<file path="config.mk">
export PLATFORM = sky130hd
export DESIGN_NAME = pcc_solve
export DESIGN_NICKNAME = d
export VERILOG_FILES = /design/src/rtl/pcc_pkg.sv /design/src/rtl/pcc_solve.sv
export SDC_FILE = /design/constraint.sdc
export NUM_CORES = 2
export LEC_CHECK = 0
export BUFFER_PORTS_ARGS = -buffer_cell sky130_fd_sc_hd__buf_2
export CAP_MARGIN = 25
export CORE_MARGIN = 2
export CORE_UTILIZATION = 45
export CTS_CLUSTER_SIZE = 28
export DETAILED_ROUTE_END_ITERATION = 12
export PLACE_DENSITY_LB_ADDON = 0.08
export RECOVER_POWER = 100
export SYNTH_ARGS = -nofsm -noshare
export SYNTH_HDL_FRONTEND = slang
export SYNTH_SLANG_ARGS = --single-unit
export TNS_END_PERCENT = 100
</file>
<file path="constraint.sdc">
create_clock -name clock -period 41.2 [get_ports clock]
set_clock_uncertainty 0.2 [all_clocks]
set_input_delay 4.12 -clock clock [delete_from_list [all_inputs] [get_ports clock]]
set_output_delay 4.12 -clock clock [all_outputs]
set_load 0.05 [all_outputs]
</file>
<file path="src/rtl/pcc_pkg.sv">
// Shared widths, codes and word types of the point cloud covariance block.
package pcc_pkg;

   // Set size and field widths
   localparam int MAX_POINTS = 4096;
   localparam int COORD_W    = 24;
   localparam int LOG_N      = $clog2(MAX_POINTS);
   localparam int CNT_W      = $clog2(MAX_POINTS + 1);
   localparam int CSUM_W     = COORD_W + LOG_N;
   localparam int PROD_W     = 2 * COORD_W;
   localparam int PSUM_W     = PROD_W + LOG_N;
   localparam int MEAN_W     = 24;
   localparam int VAR_W      = 47;
   localparam int COV_W      = 48;
   localparam int TOTAL_W    = 13;

   // Point queue between front and back
   localparam int FIFO_DEPTH = 4;
   localparam int FIFO_AW    = $clog2(FIFO_DEPTH);

   // Finalize datapath: signed numerator, magnitude/quotient, divisor
   localparam int ACC_W    = CNT_W + PSUM_W + 1;
   localparam int QUO_W    = ACC_W - 1;
   localparam int MUL_W    = CSUM_W;
   localparam int DIV_W    = 2 * CNT_W;
   localparam int STEP_W   = $clog2(QUO_W);
   localparam int NUM_JOBS = 9;

   // Saturation limits on result magnitudes
   localparam logic [QUO_W-1:0] MEAN_POS_LIM = QUO_W'((64'd1 << (MEAN_W - 1)) - 64'd1);
   localparam logic [QUO_W-1:0] MEAN_NEG_LIM = QUO_W'(64'd1 << (MEAN_W - 1));
   localparam logic [QUO_W-1:0] COV_POS_LIM  = QUO_W'((64'd1 << (COV_W - 1)) - 64'd1);
   localparam logic [QUO_W-1:0] COV_NEG_LIM  = QUO_W'(64'd1 << (COV_W - 1));

   typedef enum logic [1:0] {
      AX_X = 2'd0,
      AX_Y = 2'd1,
      AX_Z = 2'd2
   } axis_type;

   typedef enum logic [2:0] {
      P_XX = 3'd0,
      P_XY = 3'd1,
      P_XZ = 3'd2,
      P_YY = 3'd3,
      P_YZ = 3'd4,
      P_ZZ = 3'd5
   } prod_type;

   // One finalize job per result field
   typedef enum logic [3:0] {
      JOB_MX = 4'd0,
      JOB_MY = 4'd1,
      JOB_MZ = 4'd2,
      JOB_XX = 4'd3,
      JOB_XY = 4'd4,
      JOB_XZ = 4'd5,
      JOB_YY = 4'd6,
      JOB_YZ = 4'd7,
      JOB_ZZ = 4'd8
   } job_type;

   typedef struct packed {
      logic [COORD_W-1:0] z;
      logic [COORD_W-1:0] y;
      logic [COORD_W-1:0] x;
      logic               last;
   } pt_type;

   typedef struct packed {
      logic [2:0][CSUM_W-1:0] csum;
      logic [5:0][PSUM_W-1:0] psum;
      logic [CNT_W-1:0]       count;
   } sums_type;

endpackage

</file>
<file path="src/rtl/pcc_solve.sv">
// Back end, second part: shift-add multiplier and restoring divider for the results.
module pcc_solve (
   input  logic                               clock,
   input  logic                               reset,
   input  logic                               job_valid,
   input  pcc_pkg::sums_type                  job,
   output logic                               solve_busy,
   output logic                               rsp_valid,
   output logic signed [pcc_pkg::MEAN_W-1:0]  rsp_mean_x,
   output logic signed [pcc_pkg::MEAN_W-1:0]  rsp_mean_y,
   output logic signed [pcc_pkg::MEAN_W-1:0]  rsp_mean_z,
   output logic        [pcc_pkg::VAR_W-1:0]   rsp_var_xx,
   output logic signed [pcc_pkg::COV_W-1:0]   rsp_cov_xy,
   output logic signed [pcc_pkg::COV_W-1:0]   rsp_cov_xz,
   output logic        [pcc_pkg::VAR_W-1:0]   rsp_var_yy,
   output logic signed [pcc_pkg::COV_W-1:0]   rsp_cov_yz,
   output logic        [pcc_pkg::VAR_W-1:0]   rsp_var_zz,
   output logic        [pcc_pkg::TOTAL_W-1:0] rsp_point_total
);
   import pcc_pkg::*;

   typedef enum logic [8:0] {
      ST_IDLE  = 9'b000000001,
      ST_LOAD  = 9'b000000010,
      ST_MUL_A = 9'b000000100,
      ST_MUL_B = 9'b000001000,
      ST_ABS   = 9'b000010000,
      ST_RND   = 9'b000100000,
      ST_DIV   = 9'b001000000,
      ST_SAT   = 9'b010000000,
      ST_EMIT  = 9'b100000000
   } state_type;

   state_type         state_ff, state_in;
   job_type           job_ff, job_in;
   sums_type          snap_ff, snap_in;
   logic [CNT_W-1:0]  n_ff, n_in;
   logic [DIV_W-1:0]  dsq_ff, dsq_in;
   logic [DIV_W-1:0]  n_wide;
   logic [ACC_W-1:0]  acc_ff, acc_in;
   logic [ACC_W-1:0]  mcand_ff, mcand_in;
   logic [MUL_W-1:0]  mplier_ff, mplier_in;
   logic              sub_ff, sub_in;
   logic [STEP_W-1:0] step_ff, step_in;
   logic              neg_ff, neg_in;
   logic [QUO_W-1:0]  mag_ff, mag_in;
   logic [QUO_W-1:0]  quo_ff, quo_in;
   logic [DIV_W:0]    rem_ff, rem_in;
   logic [DIV_W-1:0]  div_ff, div_in;
   logic [COV_W-1:0]  res_ff [NUM_JOBS];
   logic              res_wr;

   // Job decode
   logic              is_mean, is_var;
   axis_type          ax_a, ax_b;
   prod_type          pidx;
   logic [CSUM_W-1:0] ca, cb, ca_mag, cb_mag;
   logic [PSUM_W-1:0] ps, ps_mag;
   logic [ACC_W-1:0]  mul_sum, acc_neg;
   logic [DIV_W:0]    shifted;
   logic [DIV_W+1:0]  trial;
   logic [QUO_W-1:0]  lim, clamp, signed_val;
   logic [COV_W-1:0]  sat_val;

   always_comb begin
      is_mean = 1'b0;
      is_var  = 1'b0;
      ax_a    = AX_X;
      ax_b    = AX_X;
      pidx    = P_XX;
      case (job_ff)
         JOB_MX: begin is_mean = 1'b1; ax_a = AX_X; end
         JOB_MY: begin is_mean = 1'b1; ax_a = AX_Y; end
         JOB_MZ: begin is_mean = 1'b1; ax_a = AX_Z; end
         JOB_XX: begin is_var = 1'b1; ax_a = AX_X; ax_b = AX_X; pidx = P_XX; end
         JOB_XY: begin ax_a = AX_X; ax_b = AX_Y; pidx = P_XY; end
         JOB_XZ: begin ax_a = AX_X; ax_b = AX_Z; pidx = P_XZ; end
         JOB_YY: begin is_var = 1'b1; ax_a = AX_Y; ax_b = AX_Y; pidx = P_YY; end
         JOB_YZ: begin ax_a = AX_Y; ax_b = AX_Z; pidx = P_YZ; end
         JOB_ZZ: begin is_var = 1'b1; ax_a = AX_Z; ax_b = AX_Z; pidx = P_ZZ; end
         default: begin is_mean = 1'b1; end
      endcase
   end

   // Operand magnitudes, multiply step, divide step
   always_comb begin
      ca      = snap_ff.csum[ax_a];
      cb      = snap_ff.csum[ax_b];
      ps      = snap_ff.psum[pidx];
      ca_mag  = ca[CSUM_W-1] ? (~ca + 1'b1) : ca;
      cb_mag  = cb[CSUM_W-1] ? (~cb + 1'b1) : cb;
      ps_mag  = ps[PSUM_W-1] ? (~ps + 1'b1) : ps;
      mul_sum = acc_ff;
      if (mplier_ff[0]) begin
         mul_sum = sub_ff ? (acc_ff - mcand_ff) : (acc_ff + mcand_ff);
      end
      acc_neg = ~acc_ff + 1'b1;
      shifted = {rem_ff[DIV_W-1:0], quo_ff[QUO_W-1]};
      trial   = {1'b0, shifted} - {2'b00, div_ff};
   end

   // Clamp the rounded quotient to the field range, restore its sign, zero a negative variance
   always_comb begin
      if (is_mean) begin
         lim = neg_ff ? MEAN_NEG_LIM : MEAN_POS_LIM;
      end else begin
         lim = neg_ff ? COV_NEG_LIM : COV_POS_LIM;
      end
      clamp      = (quo_ff > lim) ? lim : quo_ff;
      signed_val = neg_ff ? (~clamp + 1'b1) : clamp;
      sat_val    = (is_var && neg_ff) ? '0 : signed_val[COV_W-1:0];
   end

   // Sequencer
   always_comb begin
      state_in  = state_ff;
      job_in    = job_ff;
      snap_in   = snap_ff;
      n_in      = n_ff;
      dsq_in    = dsq_ff;
      acc_in    = acc_ff;
      mcand_in  = mcand_ff;
      mplier_in = mplier_ff;
      sub_in    = sub_ff;
      step_in   = step_ff;
      neg_in    = neg_ff;
      mag_in    = mag_ff;
      quo_in    = quo_ff;
      rem_in    = rem_ff;
      div_in    = div_ff;
      res_wr    = 1'b0;
      n_wide    = DIV_W'(n_ff);
      case (state_ff)
         ST_IDLE: begin
            if (job_valid) begin
               snap_in  = job;
               n_in     = (job.count == '0) ? CNT_W'(1) : job.count;
               n_wide   = DIV_W'(n_in);
               dsq_in   = n_wide * n_wide;
               job_in   = JOB_MX;
               state_in = ST_LOAD;
            end
         end
         ST_LOAD: begin
            if (is_mean) begin
               acc_in   = {{(ACC_W - CSUM_W){ca[CSUM_W-1]}}, ca};
               div_in   = DIV_W'(n_ff);
               state_in = ST_ABS;
            end else begin
               // num = n * S_ab - S_a * S_b, built by signed shift-add
               acc_in    = '0;
               mcand_in  = ACC_W'(ps_mag);
               mplier_in = MUL_W'(n_ff);
               sub_in    = ps[PSUM_W-1];
               step_in   = '0;
               div_in    = dsq_ff;
               state_in  = ST_MUL_A;
            end
         end
         ST_MUL_A: begin
            acc_in    = mul_sum;
            mcand_in  = mcand_ff << 1;
            mplier_in = mplier_ff >> 1;
            step_in   = step_ff + 1'b1;
            if (step_ff == STEP_W'(MUL_W - 1)) begin
               mcand_in  = ACC_W'(ca_mag);
               mplier_in = cb_mag;
               sub_in    = (ca[CSUM_W-1] == cb[CSUM_W-1]);
               step_in   = '0;
               state_in  = ST_MUL_B;
            end
         end
         ST_MUL_B: begin
            acc_in    = mul_sum;
            mcand_in  = mcand_ff << 1;
            mplier_in = mplier_ff >> 1;
            step_in   = step_ff + 1'b1;
            if (step_ff == STEP_W'(MUL_W - 1)) begin
               state_in = ST_ABS;
            end
         end
         ST_ABS: begin
            neg_in   = acc_ff[ACC_W-1];
            mag_in   = acc_ff[ACC_W-1] ? acc_neg[QUO_W-1:0] : acc_ff[QUO_W-1:0];
            state_in = ST_RND;
         end
         ST_RND: begin
            quo_in   = mag_ff + QUO_W'(div_ff >> 1);
            rem_in   = '0;
            step_in  = '0;
            state_in = ST_DIV;
         end
         ST_DIV: begin
            // One quotient bit per cycle
            quo_in  = {quo_ff[QUO_W-2:0], ~trial[DIV_W+1]};
            rem_in  = trial[DIV_W+1] ? shifted : trial[DIV_W:0];
            step_in = step_ff + 1'b1;
            if (step_ff == STEP_W'(QUO_W - 1)) begin
               state_in = ST_SAT;
            end
         end
         ST_SAT: begin
            res_wr = 1'b1;
            if (job_ff == JOB_ZZ) begin
               state_in = ST_EMIT;
            end else begin
               job_in   = job_type'(job_ff + 1'b1);
               state_in = ST_LOAD;
            end
         end
         ST_EMIT: begin
            state_in = ST_IDLE;
         end
         default: begin
            state_in = ST_IDLE;
         end
      endcase
   end

   always_ff @(posedge clock) begin
      if (reset) begin
         state_ff <= ST_IDLE;
         job_ff   <= JOB_MX;
         step_ff  <= '0;
      end else begin
         state_ff <= state_in;
         job_ff   <= job_in;
         step_ff  <= step_in;
      end
   end

   // Datapath registers
   always_ff @(posedge clock) begin
      snap_ff   <= snap_in;
      n_ff      <= n_in;
      dsq_ff    <= dsq_in;
      acc_ff    <= acc_in;
      mcand_ff  <= mcand_in;
      mplier_ff <= mplier_in;
      sub_ff    <= sub_in;
      neg_ff    <= neg_in;
      mag_ff    <= mag_in;
      quo_ff    <= quo_in;
      rem_ff    <= rem_in;
      div_ff    <= div_in;
      if (res_wr) begin
         res_ff[job_ff] <= sat_val;
      end
   end

   // Result word
   assign solve_busy      = (state_ff != ST_IDLE);
   assign rsp_valid       = (state_ff == ST_EMIT);
   assign rsp_mean_x      = res_ff[JOB_MX][MEAN_W-1:0];
   assign rsp_mean_y      = res_ff[JOB_MY][MEAN_W-1:0];
   assign rsp_mean_z      = res_ff[JOB_MZ][MEAN_W-1:0];
   assign rsp_var_xx      = res_ff[JOB_XX][VAR_W-1:0];
   assign rsp_cov_xy      = res_ff[JOB_XY];
   assign rsp_cov_xz      = res_ff[JOB_XZ];
   assign rsp_var_yy      = res_ff[JOB_YY][VAR_W-1:0];
   assign rsp_cov_yz      = res_ff[JOB_YZ];
   assign rsp_var_zz      = res_ff[JOB_ZZ][VAR_W-1:0];
   assign rsp_point_total = TOTAL_W'(snap_ff.count);

endmodule

</file>
; Word-level counts from Yosys, hierarchy flattened
; Memories as Yosys holds them, arrays and structs flattened.
; Cells that the tools add are included.
[totals]
mem_count = 1
mem_bits_rw = 432
regBits = 924
[op_classes]
multipliers = 1
magnitude_cmp = 4
n_bitwise = 6
add_sub_neg = 11
n_eq_ne = 28
reduce_logical = 23
mux = 54
[mem_list]
columns = memory, depth, width, rd, rd_ports_with_merged_regs, wr, line
row1 = res_ff, 9, 48, 9, 0, 1, pcc_solve.sv:50  ; logic [COV_W-1:0] res_ff [NUM_JOBS];
[ops]
columns = operator, count
row1 = $mux W74, 5
row2 = $mux W48, 5
row3 = $pmux W74 S3, 1
row4 = $mux W36, 6
row5 = $bmux W60 S3, 1
row6 = $pmux W74 S2, 1
row7 = $pmux W73 S2, 1
row8 = $bmux W36 S2, 2
row9 = $mux W60, 2
row10 = $pmux W36 S3, 1
row11 = $add A74 B74 Y74, 1
row12 = $sub A74 B74 Y74, 1
row13 = $add A73 B1 Y73 const B, 1
row14 = $add A73 B25 Y73, 1
row15 = $gt A73 B48 Y1, 1
row16 = $mux W73, 1
row17 = $not A73 Y73, 1
row18 = $add A36 B1 Y36 const B, 2
row19 = $not A36 Y36, 2
row20 = $pmux W9 S8, 1
row21 = $add A60 B1 Y60 const B, 1
row22 = $not A60 Y60, 1
row23 = $pmux W26 S2, 1
row24 = $add A48 B1 Y48 const B, 1
row25 = 51 further kinds, 86

; Depth between registers and ports, before layout
[depth]
word_depth = 10
ltp_mapped = 31

; Worst setup path before layout
; No wires, ideal clock.
[synth_path]
kind = input-to-reg
startpoint = input job_valid
endpoint = register dsq_ff[10], enable pin
path_buffers = 1
cell_stages = 2
required_ns = 39.916
setup_slack_ns = 21.602
setup_time_ns = 1.084
arrival_ns = 18.314
path_cell_list = and2_1 > clkbuf_1
[synth_between]
elab_chain_cells = 1
[synth_lines]
columns = item, line
row1 = start: declaration, pcc_solve.sv:5  ; input logic job_valid,
row2 = $reduce_and A2 Y1 (no source line), --
row3 = end signal: assignment, pcc_solve.sv:236  ; dsq_ff <= dsq_in;
row4 = end: declaration, pcc_solve.sv:38  ; logic [DIV_W-1:0] dsq_ff, dsq_in;
; Every way passes these cells.
; A chain may end at the register's enable or synchronous reset.

; Final worst setup path
[layout_path]
startpoint = input job_valid
endpoint = register snap_ff[114] (netlist name), enable pin
[layout_between]
elab_chain_cells = 1
[layout_lines]
columns = item, line
row1 = $reduce_and A2 Y1 (no source line), --
row2 = end signal: assignment, pcc_solve.sv:234  ; snap_ff <= snap_in;
row3 = end: declaration, pcc_solve.sv:36  ; sums_type snap_ff, snap_in;
; Every way passes these cells.

==> results.sh <==
export IMPL_met2_usage_pct=44.3
export IMPL_syn_inst=5871
export IMPL_cts_clk_slew_worst_paths_ns=0.06
export IMPL_initial_antenna_violation_count=62
export IMPL_synth_cell_area_um2=68400
export IMPL_fin_cells=8836
export IMPL_worst_slew_pin_slew_ns=9.79
export IMPL_cts_htree_levels=4
export IMPL_yosysWarningCount=0
export IMPL_groute_layer_met1_usage_pct=37.1
export IMPL_powerDensity_nw_per_um2=43.2
export IMPL_flow_area_growth_from_synthesis_pct=15.5
export IMPL_critPathMaxFanout=183
export IMPL_finalWorstSetupSlack_ns=23.79
export IMPL_detail_route_first_pass_iterations=6
export IMPL_worst_ep_required_time_ns=41.33
export IMPL_power_static_leakage_nw=28.0
export IMPL_hp_class="reg -> reg"
export IMPL_routedWlPerCell_um=24.7
export IMPL_ratio_of_cells_with_drive_above_1_in_the_final_layout_pct=11.2
export IMPL_peakVddDrop_mv=0.0434
export IMPL_clk_path_buf_depth=3
export IMPL_setup_viol=0
export IMPL_launch_point_of_the_worst_reg_to_reg_path="state_ff[5]"
export IMPL_hold_violations=0
export IMPL_grt_first_pass_wirelength_mm=321
export IMPL_yosys_register_bits=1279
export IMPL_core_region_area_um2=152000
export IMPL_fin_worst_hold_slack_ns=0.307
export IMPL_rsz0062_at_grt="false"
export IMPL_dr_total_vias=50842
export IMPL_number_of_enable_flip_flop_cells_after_synthesis=1259
export IMPL_finalCriticalPeriod_ns=17.41
export IMPL_endpoint_kind="register"
export IMPL_ys_seq_area_share_pct=55.8
export IMPL_startpoint="job_valid"
export IMPL_hpwl_mm=163
export IMPL_post_cts_buffers=0
export IMPL_timing_fmax_mhz=57.4
export IMPL_max_cap_violations=37
export IMPL_ff2ff_setup_slack_ns=25.42
export IMPL_post_route_period_util_pct=42.3
export IMPL_arrival_time_at_the_worst_endpoint_ns=17.54
export IMPL_postSynth_asyncResetShare_pct=0
export IMPL_grt_busiest_layer="met2"
export IMPL_critical_path_class="in -> reg"
export IMPL_core_rowCount=143
export IMPL_gr_overflow_total=0
export IMPL_avg_cell_area_syn_um2=11.7
export IMPL_ctsResizeCount=0
export IMPL_finalNetCount=7506
export IMPL_maximum_number_of_pins_on_one_net_before_global_route_repair=184
export IMPL_post_route_drc_count=0
export IMPL_ios=856
export IMPL_r2r_worst_path_cells=7
export IMPL_io_buffer_count=855
export IMPL_cts_made_buffers=144
export IMPL_timing_rr_end="snap_ff[114]"
export IMPL_die_area_um2=155000
export IMPL_dominantRegCellSynth="sky130_fd_sc_hd__edfxtp_1"
export IMPL_status="finished with violations"
export IMPL_report_final_slew_viol_count=1984
export IMPL_relSlewSlack_pct=-553
export IMPL_number_of_cells_after_detailed_placement=8550
export IMPL_cts_root_buffer="sky130_fd_sc_hd__clkbuf_16"
export IMPL_global_route_usage_total_pct=27.5
export IMPL_synth_fp_nets=6706
export IMPL_tritoncts_clock_tree="done"
export IMPL_post_layout_total_power_mw=3.42
export IMPL_cts_hold_buffers=0
export IMPL_worst_setup_slack_before_clock_tree_synthesis_ns=30.54
export IMPL_yosysUniqueCellTypes=97
export IMPL_finalSetupTns_ns=0
export IMPL_grtUsageMet3_pct=5.04
export IMPL_worst_setup_path_start_kind="primary input"
export IMPL_ant_nets=0
export IMPL_dieWidth_um=394
export IMPL_finalWeightedCongestion=0.943
export IMPL_failed_checks="capacitance limit, slew limit"
export IMPL_drt_vias_per_instance=5.75
export IMPL_die_h_um=394
export IMPL_routed_wl_mm=218
export IMPL_initial_core_util_pct=45.2
export IMPL_drt_iter0_drc=4463
export IMPL_first_global_vias=49319
export IMPL_clock_insertion_delay_at_the_later_pin_of_the_skew_report_ns=0.81
export IMPL_cts_sink_count=1279
export IMPL_critical_path_endpoint="snap_ff[114]"
where the power goes:
group / internal, mW / switching (mW)
combinational: 0.217 / 0.312
sequential: 1.52 / 0.0297
clock: 0.778 / 0.557
total: 2.52 / 0.899
cell usage in the layout (no fill, tap or decap), types with 53 or more instances in the layout:
master                      netlist  final
sky130_fd_sc_hd__edfxtp_1      1259   1259
sky130_fd_sc_hd__clkbuf_1       223    561
sky130_fd_sc_hd__nand2_1        544    541
sky130_fd_sc_hd__o21ai_0        382    385
sky130_fd_sc_hd__a21oi_1        381    380
sky130_fd_sc_hd__buf_2           30    369
sky130_fd_sc_hd__nor2_1         365    360
sky130_fd_sc_hd__xnor2_1        314    314
sky130_fd_sc_hd__inv_1          263    263
sky130_fd_sc_hd__ha_1           251    251
sky130_fd_sc_hd__clkbuf_16        0    146
sky130_fd_sc_hd__xor2_1         138    138
sky130_fd_sc_hd__nor3_1         111    111
sky130_fd_sc_hd__nand3_1        110    110
sky130_fd_sc_hd__a21o_1         108    108
sky130_fd_sc_hd__o22ai_1        104    103
sky130_fd_sc_hd__fa_1           100    100
sky130_fd_sc_hd__mux2i_1         77     77
sky130_fd_sc_hd__and2_1          85     61
sky130_fd_sc_hd__nand4_1         58     58
sky130_fd_sc_hd__a22oi_1         57     57
sky130_fd_sc_hd__a31oi_1         54     54
sky130_fd_sc_hd__nor4_1          52     53
cell usage after synthesis (41+ instances only):
master / instances / share of area (%)
sky130_fd_sc_hd__edfxtp_1: 1259 / 55
sky130_fd_sc_hd__nand2_1: 544 / 3.0
sky130_fd_sc_hd__o21ai_0: 382 / 2.8
sky130_fd_sc_hd__a21oi_1: 381 / 2.8
sky130_fd_sc_hd__nor2_1: 365 / 2.0
sky130_fd_sc_hd__xnor2_1: 314 / 4.0
sky130_fd_sc_hd__inv_1: 263 / 1.4
sky130_fd_sc_hd__ha_1: 251 / 4.6
sky130_fd_sc_hd__clkbuf_1: 223 / 1.2
sky130_fd_sc_hd__xor2_1: 138 / 1.8
sky130_fd_sc_hd__nor3_1: 111 / 0.81
sky130_fd_sc_hd__nand3_1: 110 / 0.80
sky130_fd_sc_hd__a21o_1: 108 / 1.2
sky130_fd_sc_hd__o22ai_1: 104 / 0.95
sky130_fd_sc_hd__fa_1: 100 / 2.9
sky130_fd_sc_hd__and2_1: 85 / 0.78
sky130_fd_sc_hd__mux2i_1: 77 / 1.1
sky130_fd_sc_hd__nand4_1: 58 / 0.53
sky130_fd_sc_hd__a22oi_1: 57 / 0.63
sky130_fd_sc_hd__a31oi_1: 54 / 0.49
sky130_fd_sc_hd__nor4_1: 52 / 0.48
sky130_fd_sc_hd__and3_1: 47 / 0.43
sky130_fd_sc_hd__o22a_1: 41 / 0.52
sky130_fd_sc_hd__o31ai_1: 41 / 0.45
how the worst min path moves through the flow:
stage	endpoint	depth (start not counted)	slack [ns]	startpoint
final	div_ff[0]	0	0.31	n_ff[0]
after global routing	div_ff[0]	0	0.31	n_ff[0]
after CTS	div_ff[0]	0	0.31	n_ff[0]
after detailed placement	div_ff[0]	0	0.29	n_ff[0]
after global placement	div_ff[0]	0	0.29	n_ff[0]
after floorplan	mag_ff[0]	0	0.25	acc_ff[0]
area by class of cell:
cell class                      count  area (µm²)
Fill cell                       13677       72500
Sequential cell                  1279       38200
Multi-Input combinational cell   4025       28100
Timing Repair Buffer              957        4230
Clock buffer                      170        3770
Tap cell                         2030        2540
Clock inverter                     92        1140
Inverter                          264         991
Antenna cell                       19        47.5
critical path: stages:
cell,delay [ns]
sky130_fd_sc_hd__buf_2,0.08
sky130_fd_sc_hd__and2_0,0.38
sky130_fd_sc_hd__clkbuf_1,2.76
sky130_fd_sc_hd__clkbuf_1,6.85
sky130_fd_sc_hd__clkbuf_1,2.84
routing by layer:
layer	wire length [µm]	up-vias
met3	15800	405
met2	102000	2076
met5	270	-
met1	92500	24763
met4	7920	44
li1	-	23554
sequential cells by signal (all words and copies together), names as in the netlist, 24 cells and up:
register,count
mcand_ff,74
mag_ff,73
div_ff,26
quo_ff,73
rem_ff,26
acc_ff,74
res_ff,357
dsq_ff,24
snap_ff,468
mplier_ff,36
per-stage QoR:
stage          util, %  cell area (µm²)
2_1_floorplan        -            68400
3_3_place_gp      49.4            74900
3_5_place_dp      49.4            74900
4_1_cts           52.7            79900
5_1_grt           52.2            79000
6_report          52.2            79000
logic make-up after synthesis:
family          count (synthesis)  share of synthesized area (%)
simple gates                 1592                           11.1
compound gates               1503                           13.9
flops                        1279                           55.8
buf+inv                       567                           3.30
xor+xnor                      452                           5.78
fa+ha+maj                     351                           7.51
mux                           127                           2.56
Power figures use the tool's default switching activity.
