`src/rtl/pcc_pkg.sv`:
```
// Shared widths, codes and word types of the point cloud covariance block.
package pcc_pkg;

   // Set size and field widths
   localparam int MAX_POINTS = 4096;
   localparam int COORD_W    = 24;
   localparam int LOG_N      = $clog2(MAX_POINTS);
   localparam int CNT_W      = $clog2(MAX_POINTS + 1);
   localparam int CSUM_W     = COORD_W + LOG_N;
   localparam int PROD_W     = 2 * COORD_W;
   localparam int PSUM_W     = PROD_W + LOG_N;
   localparam int MEAN_W     = 24;
   localparam int VAR_W      = 47;
   localparam int COV_W      = 48;
   localparam int TOTAL_W    = 13;

   // Point queue between front and back
   localparam int FIFO_DEPTH = 4;
   localparam int FIFO_AW    = $clog2(FIFO_DEPTH);

   // Finalize datapath: signed numerator, magnitude/quotient, divisor
   localparam int ACC_W    = CNT_W + PSUM_W + 1;
   localparam int QUO_W    = ACC_W - 1;
   localparam int MUL_W    = CSUM_W;
   localparam int DIV_W    = 2 * CNT_W;
   localparam int STEP_W   = $clog2(QUO_W);
   localparam int NUM_JOBS = 9;

   // Saturation limits on result magnitudes
   localparam logic [QUO_W-1:0] MEAN_POS_LIM = QUO_W'((64'd1 << (MEAN_W - 1)) - 64'd1);
   localparam logic [QUO_W-1:0] MEAN_NEG_LIM = QUO_W'(64'd1 << (MEAN_W - 1));
   localparam logic [QUO_W-1:0] COV_POS_LIM  = QUO_W'((64'd1 << (COV_W - 1)) - 64'd1);
   localparam logic [QUO_W-1:0] COV_NEG_LIM  = QUO_W'(64'd1 << (COV_W - 1));

   typedef enum logic [1:0] {
      AX_X = 2'd0,
      AX_Y = 2'd1,
      AX_Z = 2'd2
   } axis_type;

   typedef enum logic [2:0] {
      P_XX = 3'd0,
      P_XY = 3'd1,
      P_XZ = 3'd2,
      P_YY = 3'd3,
      P_YZ = 3'd4,
      P_ZZ = 3'd5
   } prod_type;

   // One finalize job per result field
   typedef enum logic [3:0] {
      JOB_MX = 4'd0,
      JOB_MY = 4'd1,
      JOB_MZ = 4'd2,
      JOB_XX = 4'd3,
      JOB_XY = 4'd4,
      JOB_XZ = 4'd5,
      JOB_YY = 4'd6,
      JOB_YZ = 4'd7,
      JOB_ZZ = 4'd8
   } job_type;

   typedef struct packed {
      logic [COORD_W-1:0] z;
      logic [COORD_W-1:0] y;
      logic [COORD_W-1:0] x;
      logic               last;
   } pt_type;

   typedef struct packed {
      logic [2:0][CSUM_W-1:0] csum;
      logic [5:0][PSUM_W-1:0] psum;
      logic [CNT_W-1:0]       count;
   } sums_type;

endpackage

```
`src/rtl/pcc_front.sv`:
```
// Front end: accepts point words and queues them, tagged with the last flag.
module pcc_front (
   input  logic                         clock,
   input  logic                         reset,
   input  logic                         start,
   output logic                         busy,
   input  logic [pcc_pkg::COORD_W-1:0]  req_coord_x,
   input  logic [pcc_pkg::COORD_W-1:0]  req_coord_y,
   input  logic [pcc_pkg::COORD_W-1:0]  req_coord_z,
   input  logic                         req_last_point,
   output pcc_pkg::pt_type              q_word,
   output logic                         q_valid,
   input  logic                         q_pop
);
   import pcc_pkg::*;

   pt_type             mem_ff [FIFO_DEPTH];
   logic [FIFO_AW-1:0] wr_ptr_ff, wr_ptr_in;
   logic [FIFO_AW-1:0] rd_ptr_ff, rd_ptr_in;
   logic [FIFO_AW:0]   cnt_ff, cnt_in;
   logic               push;
   pt_type             word_in;

   // Accept while the queue has room
   assign busy    = (cnt_ff == (FIFO_AW + 1)'(FIFO_DEPTH));
   assign push    = start && !busy;
   assign q_valid = (cnt_ff != '0);
   assign q_word  = mem_ff[rd_ptr_ff];

   always_comb begin
      word_in.x    = req_coord_x;
      word_in.y    = req_coord_y;
      word_in.z    = req_coord_z;
      word_in.last = req_last_point;
   end

   // Advance pointers with wrap, track fill
   always_comb begin
      wr_ptr_in = wr_ptr_ff;
      rd_ptr_in = rd_ptr_ff;
      cnt_in    = cnt_ff;
      if (push) begin
         wr_ptr_in = (wr_ptr_ff == FIFO_AW'(FIFO_DEPTH - 1)) ? '0 : wr_ptr_ff + 1'b1;
      end
      if (q_pop) begin
         rd_ptr_in = (rd_ptr_ff == FIFO_AW'(FIFO_DEPTH - 1)) ? '0 : rd_ptr_ff + 1'b1;
      end
      if (push && !q_pop) begin
         cnt_in = cnt_ff + 1'b1;
      end else if (!push && q_pop) begin
         cnt_in = cnt_ff - 1'b1;
      end
   end

   always_ff @(posedge clock) begin
      if (reset) begin
         wr_ptr_ff <= '0;
         rd_ptr_ff <= '0;
         cnt_ff    <= '0;
      end else begin
         wr_ptr_ff <= wr_ptr_in;
         rd_ptr_ff <= rd_ptr_in;
         cnt_ff    <= cnt_in;
      end
   end

   // Store the word
   always_ff @(posedge clock) begin
      if (push) begin
         mem_ff[wr_ptr_ff] <= word_in;
      end
   end

endmodule

```
`config.mk`:
```
export PLATFORM = sky130hd
export DESIGN_NAME = pcc_front
export DESIGN_NICKNAME = d
export VERILOG_FILES = /design/src/rtl/pcc_pkg.sv /design/src/rtl/pcc_front.sv
export SDC_FILE = /design/constraint.sdc
export NUM_CORES = 1
export LEC_CHECK = 0
export ABC_AREA = 1
export BUFFER_PORTS_ARGS = -buffer_cell sky130_fd_sc_hd__buf_2
export CAP_MARGIN = 10
export CORE_ASPECT_RATIO = 0.8
export CORE_MARGIN = 10
export CORE_UTILIZATION = 61
export DETAILED_ROUTE_END_ITERATION = 12
export PLACE_DENSITY = 0.94
export SETUP_SLACK_MARGIN = 0.4
export SLEW_MARGIN = 20
export SYNTH_ARGS = -nofsm -noshare
export SYNTH_HDL_FRONTEND = slang
export SYNTH_SLANG_ARGS = --single-unit
```
`constraint.sdc`:
```
create_clock -name clock -period 9.04 [get_ports clock]
set_input_delay 0.452 -clock clock [delete_from_list [all_inputs] [get_ports clock]]
set_output_delay 0.452 -clock clock [all_outputs]
set_load 0.05 [all_outputs]
```
# Word level (Yosys, flattened, before mapping)
# Memories as Yosys holds them, arrays and structs flattened. A register that Yosys moved wholly into a read port is not among the register bits.
# Cells that the tools add are included.
word_totals:
  memories: 1
  mem_bits_rw: 292
  elab_cells: 27
  reg_bits: 7
memory_table:
  columns: ["name", "words", "word_bits", "rd", "rd_ports_with_merged_regs", "write_ports", "line_no", "rtl"]
  rows:
  - ["mem_ff", 4, 73, 1, 1, 1, "pcc_front.sv:17", "pt_type mem_ff [FIFO_DEPTH];"]
op_classes:
  n_reduce_logical: 8
  muxes: 8
  eq_ne: 3
  addsub: 4
ops:
  columns: ["cell", "count"]
  rows:
  - ["$mux 2", 4]
  - ["$mux 3", 2]
  - ["$add 2x1->2 const B", 2]
  - ["$eq 2x2->1 const B", 2]
  - ["$add 3x1->3 const B", 1]
  - ["$eq 3x3->1 const B", 1]
  - ["$logic_and 1x1->1", 3]
  - ["$logic_not 1->1", 3]
  - ["$reduce_bool 3->1", 1]
  - ["$sub 3x1->3 const B", 1]
  - ["$mux 1", 2]
  - ["$reduce_bool 2->1", 1]

# Longest topological paths before layout
# Gate-level depths: netlist of run 1.
logic_depth:
  depth_word: 7
  depth_mapped: 13
  depth_no_buf: 13

# Worst setup path before layout of run 1
# OpenSTA, ideal clock, no wires.
synth_path:
  path_type: "flip-flop to flip-flop"
  startpoint: "register cnt_ff[0]"
  endpoint: "memory mem_ff[0][0] (netlist bit), enable pin"
  stages_incl_launch_ff: 5
  n_path_buf: 0
  path_slack_ns: 4.794
  required_time_ns: 8.535
  arrival_ns: 3.741
  cell_sequence: "dfxtp_1 -> nor2_1 -> nand2_1 -> nand2_1 -> nor2_1"
synth_via:
  elab_chain_cells: 5
synth_lines:
  columns: ["item", "line_no", "rtl"]
  rows:
  - ["start, declared", "pcc_front.sv:20", "logic [FIFO_AW:0] cnt_ff, cnt_in;"]
  - ["start signal, assigned", "pcc_front.sv:63", "cnt_ff <= cnt_in;"]
  - ["$eq 3x3->1", "pcc_front.sv:25", "assign busy = (cnt_ff == (FIFO_AW + 1)'(FIFO_DEPTH));"]
  - ["$logic_not 1->1", "pcc_front.sv:26", "assign push = start && !busy;"]
  - ["$logic_and 1x1->1", "pcc_front.sv:26", null]
  - ["$mux 1", "pcc_front.sv:69", "if (push) begin"]
  - ["$mux 1 (implied by the code)", "pcc_front.sv:70", "mem_ff[wr_ptr_ff] <= word_in;"]
  - ["end, declared", "pcc_front.sv:17", null]
# No other way between the ends.

==> results of run 1 <==
[cells in the final DEF (no fill, tap or decap), drive strengths merged]
cell / instances
clkinv: 11
nand3b: 1
xor2: 1
edfxtp: 292
diode: 6
inv: 18
o21ai: 148
nor3: 1
nand4: 1
nand2: 10
clkinvlp: 2
a21oi: 2
o22ai: 73
fa: 1
nand3: 1
ha: 6
dfxtp: 9
buf: 160
clkbuf: 38
nor2: 162
[sequential cells by signal, indices dropped and copies added (netlist names), named ones only]
register,count
cnt_ff,3
mem_ff,292
rd_ptr_ff,2
wr_ptr_ff,2
[report_power, final]
part	switching, W	leakage (nW)	internal [W]	total (W)
logic	0.000442	1.42	0.000121	0.000563
clock network	0.000473	0.389	0.000573	0.00105
registers	0.0000337	2.75	0.00165	0.00169
total	0.000948	4.56	0.00235	0.00330
[per-stage QoR]
stage	worst slack, ps	power [W]
3_3_place_gp	6030	0.00225
2_1_floorplan	4790	0.00213
6_report	5340	0.00330
3_5_place_dp	5890	0.00227
4_1_cts	5310	0.00331
5_1_grt	5130	0.00342
[layer usage]
metal	up-vias	GRT usage	share of wire
li1	3182	-	-
met1	3258	0.254	0.41
met2	362	0.297	0.46
met3	43	0.0560	0.11
met4	0	0.0525	0.022
met5	-	0	0
[worst max-delay path by stage]
stage                   endpoint  slack (ps)  depth (start not counted)
finish                q_word[58]        5340                          5
global route          q_word[58]        5130                          5
CTS                   q_word[58]        5310                          5
detailed placement    q_word[58]        5890                          5
global placement       q_word[2]        6030                          5
floorplan           mem_ff[0][0]        4790                          4
[logic make-up (layout without fill, tap and decap cells)]
kind of cell	count (synthesis)	count (layout)	synth area share
xor gates and xnor gates	1	1	0.000774
DFF	301	301	0.791
buffers and inverters	64	229	0.0343
adders and majority gates	7	7	0.00840
and+or+nand+nor	176	176	0.0591
AOI/OAI and AO/OA	223	223	0.107
other	0	6	0
[final cells by class]
| class | count | area (um2) | area share |
|---|---|---|---|
| flip-flops and latches | 301 | 8950 | 0.689 |
| multi-input cells | 407 | 2010 | 0.155 |
| repair buffers | 160 | 843 | 0.0649 |
| clock buffers | 38 | 738 | 0.0568 |
| well taps | 230 | 288 | 0.0221 |
| clock inverters | 14 | 80.1 | 0.00616 |
| inverters | 17 | 66.3 | 0.00510 |
| diodes | 6 | 15.0 | 0.00116 |
==> flow_metrics.env, run 1 <==
export IMPL_initial_core_util=0.623
export IMPL_cts_buffer_depth=3
export IMPL_synth_most_common_cell="edfxtp_1"
export IMPL_max_freq_mhz=270
export IMPL_cts_setup_buffers=0
export IMPL_timing_rr_end="mem_ff[3][19]"
export IMPL_clkTransAtPathRegs_ps=60
export IMPL_clock_latency_ps=530
export IMPL_synthTopCellsByArea="edfxtp_1 (77%), nor2_1 (5.4%), o22ai_1 (4.0%)"
export IMPL_yosysTopAreaCellShare=0.775
export IMPL_htreeDepth=1
export IMPL_cp_arrival_ps=3250
export IMPL_fin_cells=1173
export IMPL_design_area_um2=13000
export IMPL_syn2layout_area_growth_pct=14.8
export IMPL_grt_pass1_wl_um=36700
export IMPL_synth_area_um2=11300
export IMPL_synthesis_nets=856
export IMPL_die_w_um=172
export IMPL_seq_area_frac_synth=0.791
export IMPL_wl_um=23700
export IMPL_setup_tns_ps=0
export IMPL_drtIter0Drc=766
export IMPL_dpl_cell_area_um2=12100
export IMPL_max_stage_delay_ps=750
export IMPL_crit_fanout=78
export IMPL_avgSynthCellArea_um2=14.7
export IMPL_critPathBufInv=3
export IMPL_min_from="reset"
export IMPL_critical_path_slowest_cell="buf_4"
export IMPL_worstSetupEndpointType="primary output"
export IMPL_cts_sinks=301
export IMPL_relSlewSlack=0.269
export IMPL_run_status="completed"
export IMPL_port_buffers=151
export IMPL_nNetsFinal=999
export IMPL_cts_hold_repair_buffers=0
export IMPL_via_count=6845
export IMPL_tightestPinTransition_ps=1100
export IMPL_critPathRequiredTime_ps=8590
export IMPL_drv_cap=0
export IMPL_post_cts_resized=0
export IMPL_rsz0062_at_grt="false"
export IMPL_synth_top_cells_by_count="edfxtp_1 (292), nor2_1 (162), o21ai_0 (81)"
export IMPL_irDropWorstVdd_mv=0.185
export IMPL_synth_edf_count=292
export IMPL_setup_viol=0
export IMPL_core_area_um2=18200
export IMPL_ys_async_sr_fraction=0
export IMPL_antenna_found_initial=5
export IMPL_ys_ff_latch=301
export IMPL_fin_crit_sh=0.410
export IMPL_hold_viol_final=0
export IMPL_leakagePower_nw=4.56
export IMPL_grt_max_degree=79
export IMPL_final_layout_size_suffix_gt1_frac=0.216
export IMPL_drc=0
export IMPL_synth_area_leader_cell="edfxtp_1"
export IMPL_dr_pass1_iters=5
export IMPL_slew_viol_final=0
export IMPL_start_kind="flop"
export IMPL_synth_top_flop_cell="edfxtp_1"
export IMPL_fin_hold_ws_ps=121
export IMPL_reg2regPathDepth=5
export IMPL_dp_cells=1114
export IMPL_gpl_final_weighted_congestion=0.757
export IMPL_synthDistinctLibCells=23
export IMPL_grt_usage=0.190
export IMPL_fin_crit_ps=3700
export IMPL_hold_end="cnt_ff[0]"
export IMPL_crit_path_cell_trace="inv_4, buf_4, nor2_1, o22ai_1, buf_2"
export IMPL_grt_ovfl_total=0
export IMPL_wl_per_cell_um=20.2
export IMPL_die_h_um=142
export IMPL_root_buffer="clkbuf_16"
export IMPL_cts_buffers=28
export IMPL_worst_hold_path_type="in -> reg"
export IMPL_die_area_um2=24400
export IMPL_crit_type="reg -> out"
export IMPL_io_pins=152
export IMPL_power_density_nw_per_um2=254
export IMPL_detailed_place_hpwl_um=13200
export IMPL_r2r_start="cnt_ff[0]"
export IMPL_n_fill_cell=1144
export IMPL_holdPathStages=2
export IMPL_ant_nets=0
export IMPL_synth_warnings=0
export IMPL_grt_pass1_vias=6684
export IMPL_fp_row_count=44
export IMPL_vias_per_cell=5.84
export IMPL_reg2reg_slack_ps=6680
export IMPL_syn_inst=772
export IMPL_finalCoreUtilization=0.715
export IMPL_cts_tree="done"
export IMPL_crit_family="buffers and inverters"
export IMPL_clock_skew_ps=13.1
No activity file was read; power rests on OpenSTA's default activity.
==> run 2: changes to the inputs <==
--- a/config.mk
+++ b/config.mk
@@ -5,14 +5,14 @@
 export SDC_FILE = /design/constraint.sdc
 export NUM_CORES = 1
 export LEC_CHECK = 0
-export ABC_AREA = 1
+export ABC_AREA = 0
 export BUFFER_PORTS_ARGS = -buffer_cell sky130_fd_sc_hd__buf_2
 export CAP_MARGIN = 10
 export CORE_ASPECT_RATIO = 0.8
 export CORE_MARGIN = 10
-export CORE_UTILIZATION = 61
+export CORE_UTILIZATION = 51
 export DETAILED_ROUTE_END_ITERATION = 12
-export PLACE_DENSITY = 0.94
+export PLACE_DENSITY = 0.85
 export SETUP_SLACK_MARGIN = 0.4
 export SLEW_MARGIN = 20
 export SYNTH_ARGS = -nofsm -noshare
==> constraint.sdc (replaced) <==
create_clock -name clock -period 3.32 [get_ports clock]
set_input_delay 0.166 -clock clock [delete_from_list [all_inputs] [get_ports clock]]
set_output_delay 0.166 -clock clock [all_outputs]
set_load 0.05 [all_outputs]
==> run 2 against run 1 <==
  * Synthesized area decreased by 2.0%
  * Largest power group unchanged
  * Clock-buffer cell count increased by 1
  * Setup slack got worse by 4700 ps
  * Clock skew decreased by 7.3 ps
  * Synthesized cell count decreased by 44%
==> flow_metrics.env, run 2 <==
export IMPL_grt_ovfl_total=0
export IMPL_run_status="completed"
export IMPL_drtIter0Drc=417
export IMPL_rsz0062_at_grt="false"
export IMPL_setup_tns_ps=0
export IMPL_ys_ff_latch=301
export IMPL_grt_pass1_wl_um=33700
export IMPL_wl_per_cell_um=21.9
export IMPL_cts_buffer_depth=3
export IMPL_synth_edf_count=292
export IMPL_vias_per_cell=5.40
export IMPL_gpl_final_weighted_congestion=0.744
export IMPL_start_kind="flop"
export IMPL_layout_setup_ws_ps=672
export IMPL_clkTransAtPathRegs_ps=60
export IMPL_synth_top_cells_by_count="edfxtp_1 (292), mux4_2 (73), dfxtp_1 (9)"
export IMPL_antenna_found_initial=4
export IMPL_fp_row_count=48
export IMPL_fin_crit_sh=0.798
export IMPL_timing_rr_end="cnt_ff[2]"
export IMPL_detailed_place_hpwl_um=12600
export IMPL_final_layout_size_suffix_gt1_frac=0.397
export IMPL_seq_area_frac_synth=0.807
export IMPL_clock_skew_ps=5.78
export IMPL_largest_reg_flops=292
export IMPL_synthTopCellsByArea="edfxtp_1 (79%), mux4_2 (15%), dfxtp_1 (1.6%)"
export IMPL_critPathRequiredTime_ps=3150
export IMPL_synth_warnings=0
export IMPL_fin_crit_ps=2650
export IMPL_grt_usage=0.152
export IMPL_core_area_um2=21500
export IMPL_crit_path_cell_trace="buf_4, mux4_2, buf_2"
export IMPL_r2r_start="cnt_ff[0]"
export IMPL_dp_cells=843
export IMPL_htreeDepth=1
export IMPL_synth_most_common_cell="edfxtp_1"
export IMPL_cts_buffers=29
export IMPL_via_count=5296
export IMPL_syn2layout_area_growth_pct=25.0
export IMPL_leakagePower_nw=4.73
export IMPL_dr_pass1_iters=6
export IMPL_drv_cap=0
export IMPL_yosysTopAreaCellShare=0.790
export IMPL_root_buffer="clkbuf_16"
export IMPL_grt_pass1_vias=5807
export IMPL_io_pins=152
export IMPL_relSlewSlack=0.282
export IMPL_avgSynthCellArea_um2=25.7
export IMPL_cts_sinks=301
export IMPL_worstSetupEndpointType="primary output"
export IMPL_layout_commonest_cell="edfxtp_1"
export IMPL_endpoint="q_word[49]"
export IMPL_ys_async_sr_fraction=0
export IMPL_reg2reg_slack_ps=890
export IMPL_synthesis_nets=515
export IMPL_die_area_um2=28100
export IMPL_nNetsFinal=763
export IMPL_fin_cells=980
export IMPL_reg_largest_list="mem_ff x292, cnt_ff x3"
export IMPL_pre_cts_ws_ps=890
export IMPL_critical_path_slowest_cell="dfxtp_4"
export IMPL_crit_fanout=31
export IMPL_cts_tree="done"
export IMPL_grt_max_degree=74
export IMPL_irDropWorstVdd_mv=0.560
export IMPL_synthDistinctLibCells=25
export IMPL_hold_viol_final=0
export IMPL_port_buffers=151
export IMPL_worst_hold_path_type="in -> reg"
export IMPL_setup_viol=0
export IMPL_synth_top_flop_cell="edfxtp_1"
export IMPL_regMostFlops="mem_ff"
export IMPL_max_stage_delay_ps=770
export IMPL_wl_um=21500
export IMPL_slew_viol_final=0
export IMPL_die_w_um=185
export IMPL_ant_nets=0
export IMPL_synth_area_um2=11100
export IMPL_syn_inst=431
export IMPL_crit_type="reg -> out"
export IMPL_cp_arrival_ps=2480
export IMPL_max_freq_mhz=378
export IMPL_reg2regPathDepth=9
export IMPL_initial_core_util=0.516
export IMPL_tightestPinTransition_ps=1080
export IMPL_finalCoreUtilization=0.645
export IMPL_power_density_nw_per_um2=697
export IMPL_n_fill_cell=1423
export IMPL_final_cell_mix="edfxtp_1 (292), buf_2 (151), dlygate4sd3_1 (77)"
export IMPL_drc=0
export IMPL_synth_area_leader_cell="edfxtp_1"
export IMPL_die_h_um=152
export IMPL_clock_latency_ps=520
==> run 2: timing repair <==
action                                  4_1_cts  5_1_grt
hold buffers                                 77        0
hold endpoints to repair                    301        0
endpoints found under the setup margin        0        0
setup buffers                                 0        0
gates resized for setup                       0        0
==> run 2: cell families after synthesis <==
logic type | share of synthesized area
adders and majority gates | 0.00857
muxes | 0.150
xor gates and xnor gates | 0.00158
DFF | 0.807
AOI/OAI and AO/OA | 0.00338
buffers and inverters | 0.0211
and+or+nand+nor | 0.00880
==> run 2: per-layer routing <==
layer	vias up	track usage	share of wire
met5	-	0	0
met1	2730	0.199	0.41
met2	185	0.249	0.50
li1	2344	-	-
met4	0	0.0402	0.022
met3	37	0.0369	0.071
==> run 2: worst max-delay path, delay by kind of cell (launching register included) <==
| family | cells | cell delay, ps |
|---|---|---|
| muxes | 1 | 550 |
| DFF | 1 | 770 |
| buffers and inverters | 2 | 620 |
==> run 2: metrics by stage <==
| step | hold slack (ps) | power, W | cell area, um2 |
|---|---|---|---|
| detailed placement | 384 | 0.00640 | 12100 |
| floorplan | 265 | 0.00595 | 11100 |
| global placement | 374 | 0.00633 | 12100 |
| global route | 374 | 0.0100 | 13900 |
| finish | 385 | 0.00966 | 13900 |
| CTS | 358 | 0.00973 | 13800 |
==> run 2: worst min-delay path by stage <==
stage                          startpoint            end  depth (start not counted)
after floorplan            req_last_point   mem_ff[0][0]                          0
after global placement    req_coord_y[22]  mem_ff[0][47]                          1
after detailed placement  req_coord_y[19]  mem_ff[3][44]                          1
after CTS                 req_coord_x[22]  mem_ff[0][23]                          2
after global routing       req_coord_x[9]  mem_ff[0][10]                          2
final                      req_coord_y[4]  mem_ff[1][29]                          2
==> run 2: cell type report <==
type / count / area [um2] / share of cell area
tap: 275 / 344 / 0.0248
clock inverter: 14 / 186 / 0.0134
sequential: 301 / 8960 / 0.646
antenna: 4 / 10.0 / 0.000722
multi-input combinational: 106 / 1930 / 0.139
timing repair buffer: 235 / 1650 / 0.119
clock buffer: 39 / 763 / 0.0551
inverter: 6 / 27.5 / 0.00199
==> run 2: where the power goes <==
group          total (W)  leakage [nW]  internal [W]  switching, W
logic            0.00171          1.52      0.000540       0.00117
registers        0.00467          2.75       0.00455      0.000126
clock network    0.00327         0.459       0.00199       0.00128
==> run 3: changes to the inputs <==
==> constraint.sdc (replaced) <==
create_clock -name clock -period 2.1 [get_ports clock]
set_input_delay 0.105 -clock clock [delete_from_list [all_inputs] [get_ports clock]]
set_output_delay 0.105 -clock clock [all_outputs]
set_load 0.05 [all_outputs]
==> run 3 against run 2 <==
  * Global-route usage increased by 2.5 points
  * Cell count is 2.7% higher
  * Wire length is 19% higher
  * Via count grew 5.4%
  * Hold slack got worse by 240 ps
  * Clock power rose by 54%
  * Die area unchanged
  * Core utilization grew 5.9 points
  * Clock-buffer cell count fell by 2
  * Sequential share of layout area shrank 5.4 points
  * Cell area grew 9.1%
  * Sequential power up 57%
  * Critical endpoint is now q_word[64]
  * Highest routed layer is now met5
==> flow_metrics.env, run 3 (same netlist as run 2, synthesis figures left out) <==
export IMPL_run_status="completed"
export IMPL_power_density_nw_per_um2=1070
export IMPL_tightestPinTransition_ps=327
export IMPL_dp_cells=850
export IMPL_setup_tns_ps=0
export IMPL_cp_arrival_ps=1980
export IMPL_final_layout_size_suffix_gt1_frac=0.441
export IMPL_clkTransAtPathRegs_ps=60
export IMPL_cts_sinks=301
export IMPL_die_area_um2=28100
export IMPL_grt_pass1_vias=6015
export IMPL_vias_per_cell=5.55
export IMPL_root_buffer="clkbuf_16"
export IMPL_setup_viol=0
export IMPL_clock_latency_ps=540
export IMPL_cts_tree="done"
export IMPL_nNetsFinal=794
export IMPL_irDropWorstVdd_mv=0.842
export IMPL_crit_family="multiplexers"
export IMPL_clock_skew_ps=13.3
export IMPL_detailed_place_hpwl_um=13200
export IMPL_critPathBufInv=3
export IMPL_grt_pass1_wl_um=38000
export IMPL_pre_cts_ws_ps=28.1
export IMPL_port_buffers=151
export IMPL_max_freq_mhz=479
export IMPL_max_stage_delay_ps=530
export IMPL_hold_viol_final=0
export IMPL_cts_buffers=28
export IMPL_io_pins=152
export IMPL_grt_max_degree=45
export IMPL_slew_viol_final=0
export IMPL_rsz0062_at_grt="true"
export IMPL_design_area_um2=15100
export IMPL_start_kind="flop"
export IMPL_relSlewSlack=0.782
export IMPL_ant_nets=0
export IMPL_p_total_w=0.0162
export IMPL_initial_core_util=0.516
export IMPL_fin_crit_sh=0.994
export IMPL_dpl_cell_area_um2=12200
export IMPL_fin_cells=1006
export IMPL_wl_per_cell_um=25.4
export IMPL_final_cell_mix="edfxtp_1 (292), dlygate4sd3_1 (76), buf_2 (76)"
export IMPL_antenna_found_initial=3
export IMPL_layout_commonest_cell="edfxtp_1"
export IMPL_drc=0
export IMPL_multi_input_area_um2=1970
export IMPL_worstSetupEndpointType="primary output"
export IMPL_crit_path_cell_trace="buf_12, clkbuf_16, mux4_2, buf_6"
export IMPL_critPathRequiredTime_ps=2000
export IMPL_regMostFlops="mem_ff"
export IMPL_layout_setup_ws_ps=12.8
export IMPL_die_w_um=185
export IMPL_gpl_final_weighted_congestion=0.708
export IMPL_wl_um=25600
export IMPL_core_area_um2=21500
export IMPL_drtIter0Drc=477
export IMPL_grt_usage=0.177
export IMPL_htreeDepth=1
export IMPL_fp_row_count=48
export IMPL_worst_hold_path_type="in -> reg"
export IMPL_leakagePower_nw=5.24
export IMPL_drv_cap=0
export IMPL_dr_pass1_iters=4
export IMPL_crit_fanout=5
export IMPL_largest_reg_flops=292
export IMPL_critical_path_slowest_cell="mux4_2"
export IMPL_syn2layout_area_growth_pct=36.3
export IMPL_n_fill_cell=1242
export IMPL_die_h_um=152
export IMPL_via_count=5580
export IMPL_fin_crit_ps=2090
export IMPL_crit_type="reg -> out"
export IMPL_reg_largest_list="mem_ff x292, cnt_ff x3"
export IMPL_cts_buffer_depth=3
export IMPL_grt_ovfl_total=0
export IMPL_regArea_um2=8960
[run 3: cell types whose count changed in the layout (fill, tap and decap cells not counted), moves of 5 or more]
cell       before  now
clkbuf_1       10    5
buf_2         151   76
buf_16          1   15
buf_8           0   36
buf_4           2    9
buf_6           0   45
clkbuf_16      29   34
[run 3: layout make-up]
class	count	area share
repair buffers	267	0.191
well taps	275	0.0227
diodes	1	0.000165
clock inverters	13	0.00893
clock buffers	37	0.0519
inverters	6	0.00232
multi-input cells	106	0.130
flip-flops and latches	301	0.592
[run 3: metal layers]
layer,part of all wire,global-route usage,vias to the layer above
met3,0.071,0.0512,43
met4,0.017,0.0348,4
met5,0.0013,0,-
li1,-,-,2416
met2,0.52,0.297,204
met1,0.39,0.225,2913
[run 3: final timing paths]
check | to | cells after the start | start | slack, ps
setup / recovery | q_word[64] | 4 | flop | 10
hold / removal | wr_ptr_ff[1] | 4 | start | 140
setup reg to reg | cnt_ff[2] | 9 | cnt_ff[2] | 110
hold reg to reg | flop | 2 | rd_ptr_ff[1] | 540
[run 3: tightest hold or removal path: cells and delay by family]
kind / cells / cell delay [ps]
compound gates: 2 / 270
buf+inv: 2 / 260
[run 3: repair_timing]
item	4_1_cts	5_1_grt
cloned	10	5
hold endpoints to repair	301	0
buffers inserted	10	4
gates resized for setup	179	37
pin swaps	5	5
hold buffers	76	0
endpoints found under the setup margin	356	77
[run 3: metrics by stage]
| step | utilization | hold slack (ps) |
|---|---|---|
| 4_1_cts | 0.690 | 87.2 |
| 6_report | 0.704 | 141 |
| 3_5_place_dp | 0.568 | 323 |
| 5_1_grt | 0.704 | 160 |
| 3_3_place_gp | 0.568 | 314 |
| 2_1_floorplan | - | 204 |
[run 3: power by group]
group / internal, W / switching [W]
Combinational: 0.00161 / 0.00220
Clock: 0.00298 / 0.00205
Sequential: 0.00719 / 0.000143
